--- config.mk ---
export PLATFORM = sky130hd
export DESIGN_NAME = audio_startup_mute_ramp_peak
export DESIGN_NICKNAME = d
export VERILOG_FILES = /design/src/design/asmrp_pkg.sv /design/src/design/asmrp_div.sv /design/src/design/audio_startup_mute_ramp_peak.sv
export SDC_FILE = /design/constraint.sdc
export NUM_CORES = 1
export LEC_CHECK = 0
export BUFFER_PORTS_ARGS = -buffer_cell sky130_fd_sc_hd__buf_4
export CORE_UTILIZATION = 50
export DETAILED_ROUTE_END_ITERATION = 16
export HOLD_SLACK_MARGIN = 0.1
export PLACE_DENSITY = 0.79
export SLEW_MARGIN = 0
export SYNTH_ARGS = -nofsm -noshare
export SYNTH_HDL_FRONTEND = slang
export SYNTH_SLANG_ARGS = --single-unit
--- constraint.sdc ---
create_clock -name clk_i -period 5.95 [get_ports clk_i]
set_input_delay 0.595 -clock clk_i [delete_from_list [all_inputs] [get_ports clk_i]]
set_output_delay 0.595 -clock clk_i [all_outputs]
set_load 0.02 [all_outputs]
--- src/design/asmrp_pkg.sv ---
// Shared widths, register indexes, phase codes and helpers for the start-up mute ramp block.
`timescale 1ns / 1ps
`default_nettype none
package asmrp_pkg;

  // Field and state widths
  localparam int unsigned SAMPLE_W  = 16;
  localparam int unsigned PEAK_W    = 15;
  localparam int unsigned PHASE_W   = 2;
  localparam int unsigned CFG_W     = 24;
  localparam int unsigned CFG_IDX_W = 1;
  localparam int unsigned POS_W     = 32;

  // Default gain fraction bits (valid range 8 to 16)
  localparam int unsigned GAIN_FRAC_BITS_DEF = 14;

  // Configuration register indexes
  localparam logic [CFG_IDX_W-1:0] REG_MUTE = 1'd0;
  localparam logic [CFG_IDX_W-1:0] REG_RAMP = 1'd1;

  typedef logic [PHASE_W-1:0] phase_t;

  // Phase codes reported with each item
  localparam phase_t PHASE_MUTE = 2'd0;
  localparam phase_t PHASE_RAMP = 2'd1;
  localparam phase_t PHASE_PASS = 2'd2;

  // Absolute value of a sample, most negative value saturates to full scale
  function automatic logic [PEAK_W-1:0] sat_abs(input logic signed [SAMPLE_W-1:0] v);
    logic [SAMPLE_W-1:0] neg;
    neg = SAMPLE_W'(-v);
    if (v == {1'b1, {(SAMPLE_W-1){1'b0}}}) begin
      return {PEAK_W{1'b1}};
    end else if (v[SAMPLE_W-1]) begin
      return neg[PEAK_W-1:0];
    end else begin
      return v[PEAK_W-1:0];
    end
  endfunction

endpackage
`default_nettype wire

--- src/design/asmrp_div.sv ---
// Bit-serial restoring divider that forms the ramp gain one quotient bit per cycle.
`timescale 1ns / 1ps
`default_nettype none
module asmrp_div #(
  parameter int unsigned FRAC_BITS = asmrp_pkg::GAIN_FRAC_BITS_DEF
) (
  input  wire logic                         clk_i,
  input  wire logic                         rst_ni,
  input  wire logic                         start_i,
  input  wire logic [asmrp_pkg::CFG_W-1:0]  num_i,
  input  wire logic [asmrp_pkg::CFG_W-1:0]  den_i,
  output logic                              done_o,
  output logic [FRAC_BITS-1:0]              quot_o
);
  import asmrp_pkg::*;

  localparam int unsigned CNT_W = $clog2(FRAC_BITS + 1);

  logic             busy_q;
  logic [CNT_W-1:0] cnt_q;
  logic             done_q;
  logic [CFG_W-1:0] rem_q;
  logic [CFG_W-1:0] den_q;
  logic [FRAC_BITS-1:0] quot_q;

  logic [CFG_W:0]   rem_sh;
  logic [CFG_W+1:0] diff;
  logic             ge;

  // Shift the partial remainder and try one subtract
  always_comb begin
    rem_sh = {rem_q, 1'b0};
    diff   = {1'b0, rem_sh} - {2'b00, den_q};
    ge     = ~diff[CFG_W+1];
  end

  // Sequence the iterations
  always_ff @(posedge clk_i or negedge rst_ni) begin
    if (!rst_ni) begin
      busy_q <= 1'b0;
      cnt_q  <= '0;
      done_q <= 1'b0;
    end else begin
      done_q <= busy_q && (cnt_q == CNT_W'(1));
      if (start_i) begin
        busy_q <= 1'b1;
        cnt_q  <= CNT_W'(FRAC_BITS);
      end else if (busy_q) begin
        cnt_q <= cnt_q - CNT_W'(1);
        if (cnt_q == CNT_W'(1)) begin
          busy_q <= 1'b0;
        end
      end
    end
  end

  // Hold operands and develop the quotient
  always_ff @(posedge clk_i) begin
    if (start_i) begin
      rem_q  <= num_i;
      den_q  <= den_i;
      quot_q <= '0;
    end else if (busy_q) begin
      rem_q  <= ge ? diff[CFG_W-1:0] : rem_sh[CFG_W-1:0];
      quot_q <= {quot_q[FRAC_BITS-2:0], ge};
    end
  end

  assign done_o = done_q;
  assign quot_o = quot_q;

endmodule
`default_nettype wire

--- src/design/audio_startup_mute_ramp_peak.sv ---
// Top level: start-up mute, linear fade-in and peak meter on a PCM sample stream.
//
// Usage: one signed 16-bit sample enters per item on the in channel (valid/ready),
// with a restart_peak flag. Each item yields one result on the out channel:
// the output sample, the peak level including it, and the phase (mute, ramp, pass).
// Two registers are written on the cfg channel, index 0 mute length, index 1
// ramp length, both in samples; the user must write them only while the block is
// idle, as the block itself does not enforce this. An accepted item passes the
// evaluate and check steps; an item in the ramp span then waits while the serial
// gain divider forms its gain, one quotient bit per cycle, and takes a multiply
// step. Every item ends in the finish step; the result appears in the output
// register when the item finishes and ready returns at once.
// Reset clears the sample position, peak hold and output valid; mute length
// resets to 0 and ramp length to 1.
// A stalled receiver holds the result in the output register; the next item is
// still taken and worked on, and waits in its last step until that register frees.
`timescale 1ns / 1ps
`default_nettype none
module audio_startup_mute_ramp_peak #(
  parameter int unsigned GAIN_FRAC_BITS = asmrp_pkg::GAIN_FRAC_BITS_DEF
) (
  input  wire logic                             clk_i,
  input  wire logic                             rst_ni,
  // Configuration writes
  input  wire logic                             cfg_valid_i,
  output logic                                  cfg_ready_o,
  input  wire logic [asmrp_pkg::CFG_IDX_W-1:0]  cfg_index_i,
  input  wire logic [asmrp_pkg::CFG_W-1:0]      cfg_data_i,
  // Sample input
  input  wire logic                             in_valid_i,
  output logic                                  in_ready_o,
  input  wire logic signed [asmrp_pkg::SAMPLE_W-1:0] sample_in_i,
  input  wire logic                             restart_peak_i,
  // Result output
  output logic                                  out_valid_o,
  input  wire logic                             out_ready_i,
  output logic signed [asmrp_pkg::SAMPLE_W-1:0] sample_out_o,
  output logic [asmrp_pkg::PEAK_W-1:0]          peak_level_o,
  output logic [asmrp_pkg::PHASE_W-1:0]         phase_o
);
  import asmrp_pkg::*;

  localparam int unsigned PROD_W = SAMPLE_W + GAIN_FRAC_BITS + 1;

  // Sequencer states
  localparam logic [2:0] ST_IDLE = 3'd0;
  localparam logic [2:0] ST_EVAL = 3'd1;
  localparam logic [2:0] ST_CHK  = 3'd2;
  localparam logic [2:0] ST_DIV  = 3'd3;
  localparam logic [2:0] ST_MUL  = 3'd4;
  localparam logic [2:0] ST_FIN  = 3'd5;

  logic [2:0] state_q, state_d;

  logic [CFG_W-1:0] mute_q;
  logic [CFG_W-1:0] ramp_q;
  logic [POS_W-1:0] pos_q;
  logic [PEAK_W-1:0] peak_q;

  logic signed [SAMPLE_W-1:0] sample_q;
  logic                       restart_q;
  logic [POS_W-1:0]           rel_q;
  logic                       muted_q;
  phase_t                     phase_q;
  logic signed [PROD_W-1:0]   prod_q;

  logic                        out_valid_q;
  logic signed [SAMPLE_W-1:0]  sample_out_q;
  logic [PEAK_W-1:0]           peak_out_q;
  phase_t                      phase_out_q;

  logic [POS_W:0]       rel_full;
  logic                 in_ramp;
  logic                 div_start;
  logic [CFG_W-1:0]     div_num;
  logic                 div_done;
  logic [GAIN_FRAC_BITS-1:0] div_quot;
  logic                 out_free;
  logic signed [SAMPLE_W-1:0] y;
  logic [PEAK_W-1:0]    y_mag;
  logic [PEAK_W-1:0]    peak_new;
  logic [PEAK_W-1:0]    abs_out;

  assign cfg_ready_o = 1'b1;
  assign in_ready_o  = (state_q == ST_IDLE);
  assign out_free    = ~out_valid_q | out_ready_i;

  // Relative position and ramp span test
  assign rel_full = {1'b0, pos_q} - {{(POS_W-CFG_W+1){1'b0}}, mute_q};
  assign in_ramp  = (ramp_q != '0) && (rel_q[POS_W-1:CFG_W] == '0) &&
                    (rel_q[CFG_W-1:0] < ramp_q);

  // Start the divider on the step-aligned relative position
  assign div_start = (state_q == ST_CHK) && !muted_q && in_ramp;
  assign div_num   = {rel_q[CFG_W-1:2], 2'b00};

  asmrp_div #(
    .FRAC_BITS (GAIN_FRAC_BITS)
  ) u_div (
    .clk_i   (clk_i),
    .rst_ni  (rst_ni),
    .start_i (div_start),
    .num_i   (div_num),
    .den_i   (ramp_q),
    .done_o  (div_done),
    .quot_o  (div_quot)
  );

  // Select the output sample for the phase and update the peak
  always_comb begin
    case (phase_q)
      PHASE_MUTE: y = '0;
      PHASE_RAMP: y = prod_q[GAIN_FRAC_BITS+SAMPLE_W-1:GAIN_FRAC_BITS];
      default:    y = sample_q;
    endcase
    y_mag    = sat_abs(y);
    peak_new = (y_mag > peak_q) ? y_mag : peak_q;
  end

  // Advance the sequencer
  always_comb begin
    state_d = state_q;
    case (state_q)
      ST_IDLE: if (in_valid_i) state_d = ST_EVAL;
      ST_EVAL: state_d = ST_CHK;
      ST_CHK: begin
        state_d = div_start ? ST_DIV : ST_FIN;
      end
      ST_DIV: if (div_done) state_d = ST_MUL;
      ST_MUL: state_d = ST_FIN;
      ST_FIN: if (out_free) state_d = ST_IDLE;
      default: state_d = ST_IDLE;
    endcase
  end

  // Control state, configuration, position and peak
  always_ff @(posedge clk_i or negedge rst_ni) begin
    if (!rst_ni) begin
      state_q     <= ST_IDLE;
      mute_q      <= '0;
      ramp_q      <= CFG_W'(1);
      pos_q       <= '0;
      peak_q      <= '0;
      out_valid_q <= 1'b0;
    end else begin
      state_q <= state_d;
      if (cfg_valid_i && cfg_ready_o) begin
        case (cfg_index_i)
          REG_MUTE: mute_q <= cfg_data_i;
          REG_RAMP: ramp_q <= cfg_data_i;
          default: ;
        endcase
      end
      if (state_q == ST_EVAL && pos_q != {POS_W{1'b1}}) begin
        pos_q <= pos_q + POS_W'(1);
      end
      if (state_q == ST_FIN && out_free) begin
        peak_q      <= restart_q ? '0 : peak_new;
        out_valid_q <= 1'b1;
      end else if (out_ready_i) begin
        out_valid_q <= 1'b0;
      end
    end
  end

  // Item datapath registers
  always_ff @(posedge clk_i) begin
    if (in_valid_i && in_ready_o) begin
      sample_q  <= sample_in_i;
      restart_q <= restart_peak_i;
    end
    if (state_q == ST_EVAL) begin
      rel_q   <= rel_full[POS_W-1:0];
      muted_q <= rel_full[POS_W];
    end
    if (state_q == ST_CHK) begin
      if (muted_q) begin
        phase_q <= PHASE_MUTE;
      end else if (in_ramp) begin
        phase_q <= PHASE_RAMP;
      end else begin
        phase_q <= PHASE_PASS;
      end
    end
    if (state_q == ST_MUL) begin
      prod_q <= sample_q * $signed({1'b0, div_quot});
    end
    if (state_q == ST_FIN && out_free) begin
      sample_out_q <= y;
      peak_out_q   <= peak_new;
      phase_out_q  <= phase_q;
    end
  end

  assign out_valid_o  = out_valid_q;
  assign sample_out_o = sample_out_q;
  assign peak_level_o = peak_out_q;
  assign phase_o      = phase_out_q;

  assign abs_out = sat_abs(sample_out_q);

  // Reported peak covers the reported sample
  a_peak_covers: assert property (@(posedge clk_i) disable iff (!rst_ni)
    out_valid_o |-> (peak_level_o >= abs_out))
    else $error("peak level below output magnitude");

  // Muted items come out as silence
  a_mute_zero: assert property (@(posedge clk_i) disable iff (!rst_ni)
    (out_valid_o && phase_o == PHASE_MUTE) |-> (sample_out_o == '0))
    else $error("muted item is not zero");

  // Divider finishes only while the sequencer waits on it
  a_div_done: assert property (@(posedge clk_i) disable iff (!rst_ni)
    div_done |-> (state_q == ST_DIV))
    else $error("divider done outside divide step");

  // Position saturates at its maximum
  a_pos_sat: assert property (@(posedge clk_i) disable iff (!rst_ni)
    (pos_q == {POS_W{1'b1}}) |=> (pos_q == {POS_W{1'b1}}))
    else $error("position counter wrapped");

endmodule
`default_nettype wire

After elaboration in Yosys (flattened, before gate mapping)
Cells that the tools add are included.
{"block": "word_totals", "register_bits": 282, "input_bits": 47, "output_inout_bits": 36, "wordCells": 85}
{"block": "classes", "add_sub_neg": 5, "multipliers": 1, "order_cmp": 2, "eq_ne": 12, "mux": 21, "n_bitwise": 4, "reduce_logical": 18}
{"cell": "$mux 24", "count": 3}
{"cell": "$mux 15", "count": 4}
{"cell": "$sub 32x24->33", "count": 1}
{"cell": "$add 32x1->32 const B", "count": 1}
{"cell": "$ne 32x32->1 const B", "count": 1}
{"cell": "$pmux 16 s2", "count": 1}
{"cell": "$mul 16x15->30", "count": 1}
{"cell": "$sub 25x24->26", "count": 1}
{"cell": "$lt 24x24->1", "count": 1}
{"cell": "$reduce_bool 24->1", "count": 1}
{"cell": "$pmux 3 s6", "count": 1}
{"cell": "$eq 16x16->1 const B", "count": 1}
{"cell": "$gt 15x15->1", "count": 1}
{"cell": "$neg 15->15", "count": 1}
{"cell": "$mux 3", "count": 4}
{"cell": "$logic_and 1x1->1", "count": 8}
{"cell": "$logic_not 8->1", "count": 1}
{"cell": "$mux 4", "count": 2}
{"cell": "$eq 3x2->1 const B", "count": 2}
{"cell": "$eq 3x3->1 const B", "count": 2}
{"cell": "$mux 1", "count": 5}
{"cell": "$eq 4x1->1 const B", "count": 1}
{"cell": "$ne 2x2->1 const B", "count": 2}
{"cell": "$reduce_and 2->1", "count": 2}
{"cell": "12 further kinds", "count": 15}

Depth between registers and ports, before layout
{"block": "logic_depth", "ltp_word": 8, "depth_mapped": 25}

Hierarchy
Synthesis repeated with hierarchy kept, for this count alone.
{"block": "hier_totals", "cells_unflattened": 2174, "area_unflattened_um2": 22225.1}
{"mod": "audio_startup_mute_ramp_peak", "instances": 1, "cells_per_inst": 1764, "area_per_inst_um2": 18097.4}
{"mod": "asmrp_div", "instances": 1, "cells_per_inst": 410, "area_per_inst_um2": 4127.7}

Worst setup path before layout
Ideal clock, no wire load.
{"block": "synth_path", "path_type": "flip-flop to flip-flop", "start": "register sample_q[15]", "end": "register prod_q[29] (data pin)", "arrival_ns": 6.089, "path_slack_ns": -0.399, "path_stages_with_launch": 22, "period_less_slack_ns": 6.349, "path_cell_list": "edfxtp_1 clkbuf_1 nand2_1 fa_1 fa_1 inv_1 fa_1 fa_1 fa_1 inv_1 fa_1 inv_1 ha_1 and2_1 a221o_1 a21oi_1 o21ai_0 nand3_1 o2111ai_1 a21o_1 a21oi_1 xnor2_1"}
{"block": "synth_between", "elab_chain_cells": 1}
{"item": "from (decl)", "line": "audio_startup_mute_ramp_peak.sv:60", "rtl": "logic signed [SAMPLE_W-1:0] sample_q;"}
{"item": "from (signal assigned)", "line": "audio_startup_mute_ramp_peak.sv:169", "rtl": "sample_q <= sample_in_i;"}
{"item": "$mul 16x15->30", "line": "audio_startup_mute_ramp_peak.sv:186", "rtl": "prod_q <= sample_q * $signed({1'b0, div_quot});"}
{"item": "to (signal assigned)", "line": "audio_startup_mute_ramp_peak.sv:186"}
{"item": "to (decl)", "line": "audio_startup_mute_ramp_peak.sv:65", "rtl": "logic signed [PROD_W-1:0] prod_q;"}
No other way between the ends.
A chain may end at the register's enable or synchronous reset.

Final worst setup path
{"block": "layout_path", "start": "register sample_q[10]", "end": "register prod_q[23] (data pin)"}
The elaborated chain is that of the path after synthesis.

==> impl_metrics.json <==
{
  "reg2reg_slack_ns": -0.27,
  "worstSetupEndpoint": "prod_q[23]$_DFFE_PP_",
  "synth_cell_type_count": 78,
  "grt_max_degree": 80,
  "fin_worst_skew_ns": 0.0355,
  "finalSetupViolCount": 12,
  "fin_ws_ns": -0.269,
  "max_freq_mhz": 161,
  "synth_xor_area_share_pct": 4.37,
  "grt_pass1_wl_um": 88400,
  "synth_area_leaders": "edfxtp_1 (20%), fa_1 (20%), dfrtp_1 (12%)",
  "fin_nets": 2788,
  "htreeDepth": 1,
  "synth_seq_cells": 268,
  "yosysTopAreaCell": "edfxtp_1",
  "die_y_um": 212,
  "register_area_mm2": 0.00737,
  "hold_viol": 0,
  "globalplace.congestion": 0.924,
  "synth_cells": 2183,
  "fillers": 3417,
  "final_layout_size_suffix_gt1_share_pct": 17.5,
  "overflow": 0,
  "hp-class": "primary input to flip-flop",
  "synth_adder_area_share_pct": 28.5,
  "die-area_mm2": 0.0450,
  "cp_max_fo": 6,
  "synth_simple_gate_area_share_pct": 14.5,
  "multi_input_area_mm2": 0.0133,
  "synth_warnings": 0,
  "grt_util_all_layers_pct": 25.0,
  "clock_latency_ns": 0.60,
  "path_clk_slew_ns": 0.07,
  "rows": 76,
  "grt_antenna_before_repair": 2,
  "portBuffers": 81,
  "crit_path_end_kind": "flip-flop",
  "tns_ns": -1.59,
  "fp.dieW_um": 212,
  "async_flop_share_pct": 39.2,
  "startpoint_type": "flip-flop",
  "slew-limit-headroom_pct": 18.3,
  "core-area_mm2": 0.0433,
  "run_status": "finished, violations left",
  "cts-buffers-inserted": 28,
  "cts_sinks": 268,
  "tightest_slew_ns": 1.23,
  "synth_top_family_by_area": "adder cells",
  "synth_area_mm2": 0.0221,
  "synth_compound_area_share_pct": 9.40,
  "r2r_cells": 22,
  "ios": 83,
  "synth-edff-count": 147,
  "slew_violations": 0,
  "fin_crit_sh_pct": 105,
  "pre_cts_ws_ns": -0.286,
  "ys.flop_type": "edfxtp_1",
  "drt-pass1-iter-count": 7,
  "r2r_start": "sample_q[10]$_DFFE_PP_",
  "worst-setup-path-type": "flip-flop to flip-flop",
  "first_iter_violations": 1187,
  "period_minus_slack_ns": 6.22,
  "syn_area_per_cell_um2": 10.1,
  "drt-total-wl_um": 55400,
  "drc_errors": 0,
  "hpwlAfterDp_um": 41400,
  "cts_tree": "built",
  "wire_per_inst_um": 18.6,
  "ir_worst_vdd_v": 0.000309,
  "synthToLayoutAreaGrowth_pct": 16.5,
  "worstReg2RegEnd": "prod_q[23]$_DFFE_PP_",
  "ctsRootBufferMaster": "clkbuf_16",
  "startpoint": "sample_q[10]$_DFFE_PP_",
  "synth_fp_nets": 2603,
  "grt_pass1_vias": 17600,
  "maxCapViolCount": 0,
  "failed_checks": "negative setup slack",
  "required_ns": 6.27,
  "ant_nets": 0,
  "start_util_pct": 51.0,
  "post_drt_via_cell_ratio": 5.57,
  "powerDensity_mw_per_mm2": 284,
  "synth_mux_area_share_pct": 2.05,
  "yosysTopAreaCellShare_pct": 20.0,
  "seq_area_frac_synth_pct": 33.4,
  "rsz0062_at_grt": "true",
  "critPathArrivalTime_ns": 6.54,
  "cts_buffer_depth": 3,
  "p_leak_nw": 12.1,
  "num_vias": 16600
}
critical path, cell delays in order (launching register included):
cell	delay, ns
edfxtp_1	0.48
and2_4	0.19
fa_1	0.56
inv_1	0.07
fa_1	0.54
inv_1	0.06
fa_1	0.50
fa_1	0.46
fa_1	0.54
inv_1	0.05
fa_1	0.51
inv_1	0.05
ha_1	0.27
o21a_1	0.17
o21a_1	0.19
nand2_1	0.10
o21ai_2	0.07
buf_6	0.14
o41ai_4	0.38
o31ai_4	0.12
o21a_1	0.25
nor2_2	0.16
xnor2_1	0.08
timing repair:
| item | CTS | global route |
|---|---|---|
| cloned | 0 | 0 |
| hold buffers | 1 | 0 |
| setup buffers | 21 | 16 |
| endpoints found under the setup margin | 12 | 28 |
| hold endpoints to repair | 25 | 0 |
| gates resized for setup | 49 | 55 |
| pin swaps | 43 | 74 |
worst min path at each step:
stage                                 startpoint  depth (start not counted)                     end
final                             sample_in_i[9]                          1   sample_q[9]$_DFFE_PP_
after global routing              sample_in_i[9]                          1   sample_q[9]$_DFFE_PP_
after CTS                         sample_in_i[9]                          1   sample_q[9]$_DFFE_PP_
after detailed placement  peak_q[11]$_DFFE_PN0P_                          1  peak_q[11]$_DFFE_PN0P_
after global placement     peak_q[2]$_DFFE_PN0P_                          1   peak_q[2]$_DFFE_PN0P_
after floorplan                           rst_ni                          0   mute_q[0]$_DFFE_PN0P_
layout by cell type, fill, tap and decap left out, types with 16 or more instances in the layout:
master,n
inv_1,356
fa_1,207
buf_4,206
nand2_1,189
ha_1,152
edfxtp_1,147
and2_1,127
dfrtp_1,104
xnor2_1,83
nor2_1,80
nand3_1,70
o21ai_0,67
a21oi_1,58
clkbuf_16,30
xor2_1,27
a21o_1,26
mux2_2,26
nand4_1,21
a22o_1,20
o21a_1,20
buf_6,20
nor3_1,18
nand2b_1,16
mux2i_1,16
sequential cells by signal, indices dropped and copies added (netlist names), 3 cells and up:
name / count
pos_q: 32
rel_q: 32
mute_q: 24
ramp_q: 24
u_div.den_q: 24
u_div.rem_q: 24
prod_q: 16
sample_out_o: 16
sample_q: 16
peak_level_o: 15
peak_q: 15
u_div.quot_o: 14
u_div.cnt_q: 4
state_q: 3
metal layers:
layer  wire length (um)  share of wire (%)  vias up  track usage (%)
met5                  0                  0        -                0
met4               3080                5.6        0             12.9
met3               3560                6.4      179             4.28
met2              28200                 51      641             44.9
met1              20500                 37     8213             28.6
li1                   -                  -     7545                -
Yosys cell counts, types with 65 or more instances:
| cell type | number |
|---|---|
| o21ai_0 | 70 |
| and2_1 | 142 |
| nand2_1 | 194 |
| ha_1 | 158 |
| inv_1 | 368 |
| clkbuf_1 | 65 |
| fa_1 | 215 |
| xnor2_1 | 83 |
| nand3_1 | 71 |
| edfxtp_1 | 147 |
| nor2_1 | 83 |
| dfrtp_1 | 104 |
layout make-up:
cell class / instances / area share [%]
antenna: 2 / 0.0195
clock buffer: 36 / 3.13
clock inverter: 16 / 0.735
inverter: 371 / 5.43
multi-input combinational: 1467 / 51.9
sequential: 268 / 28.7
tap: 585 / 2.85
timing repair buffer: 232 / 7.30
cells by family (layout without fill, tap and decap cells):
| family | count (synthesis) | count (layout) |
|---|---|---|
| buf+inv | 448 | 655 |
| flops | 268 | 268 |
| compound gates | 311 | 311 |
| other cells | 1 | 3 |
| simple gates | 630 | 630 |
| mux | 42 | 42 |
| fa+ha+maj | 373 | 373 |
| xor+xnor | 110 | 110 |
power breakdown:
part	leakage (nW)	switching [mW]	internal, mW
clock	0.486	0.781	1.09
combinational	8.81	1.63	1.16
sequential	2.77	0.241	2.40
total	12.1	2.66	4.65
per-stage QoR:
stage	utilization (%)	power, mW	std cells	hold WS (ns)	instance area (um^2)
3_3_place_gp	55.5	5.13	2885	0.482	24000
5_1_grt	59.4	7.71	2976	0.190	25700
3_5_place_dp	55.5	5.26	2885	0.483	24000
6_report	59.4	7.30	2977	0.194	25700
4_1_cts	58.6	7.22	2959	0.189	25300
2_1_floorplan	-	4.40	2183	0.299	22100
Note: power is estimated with default switching activity, not from simulation.
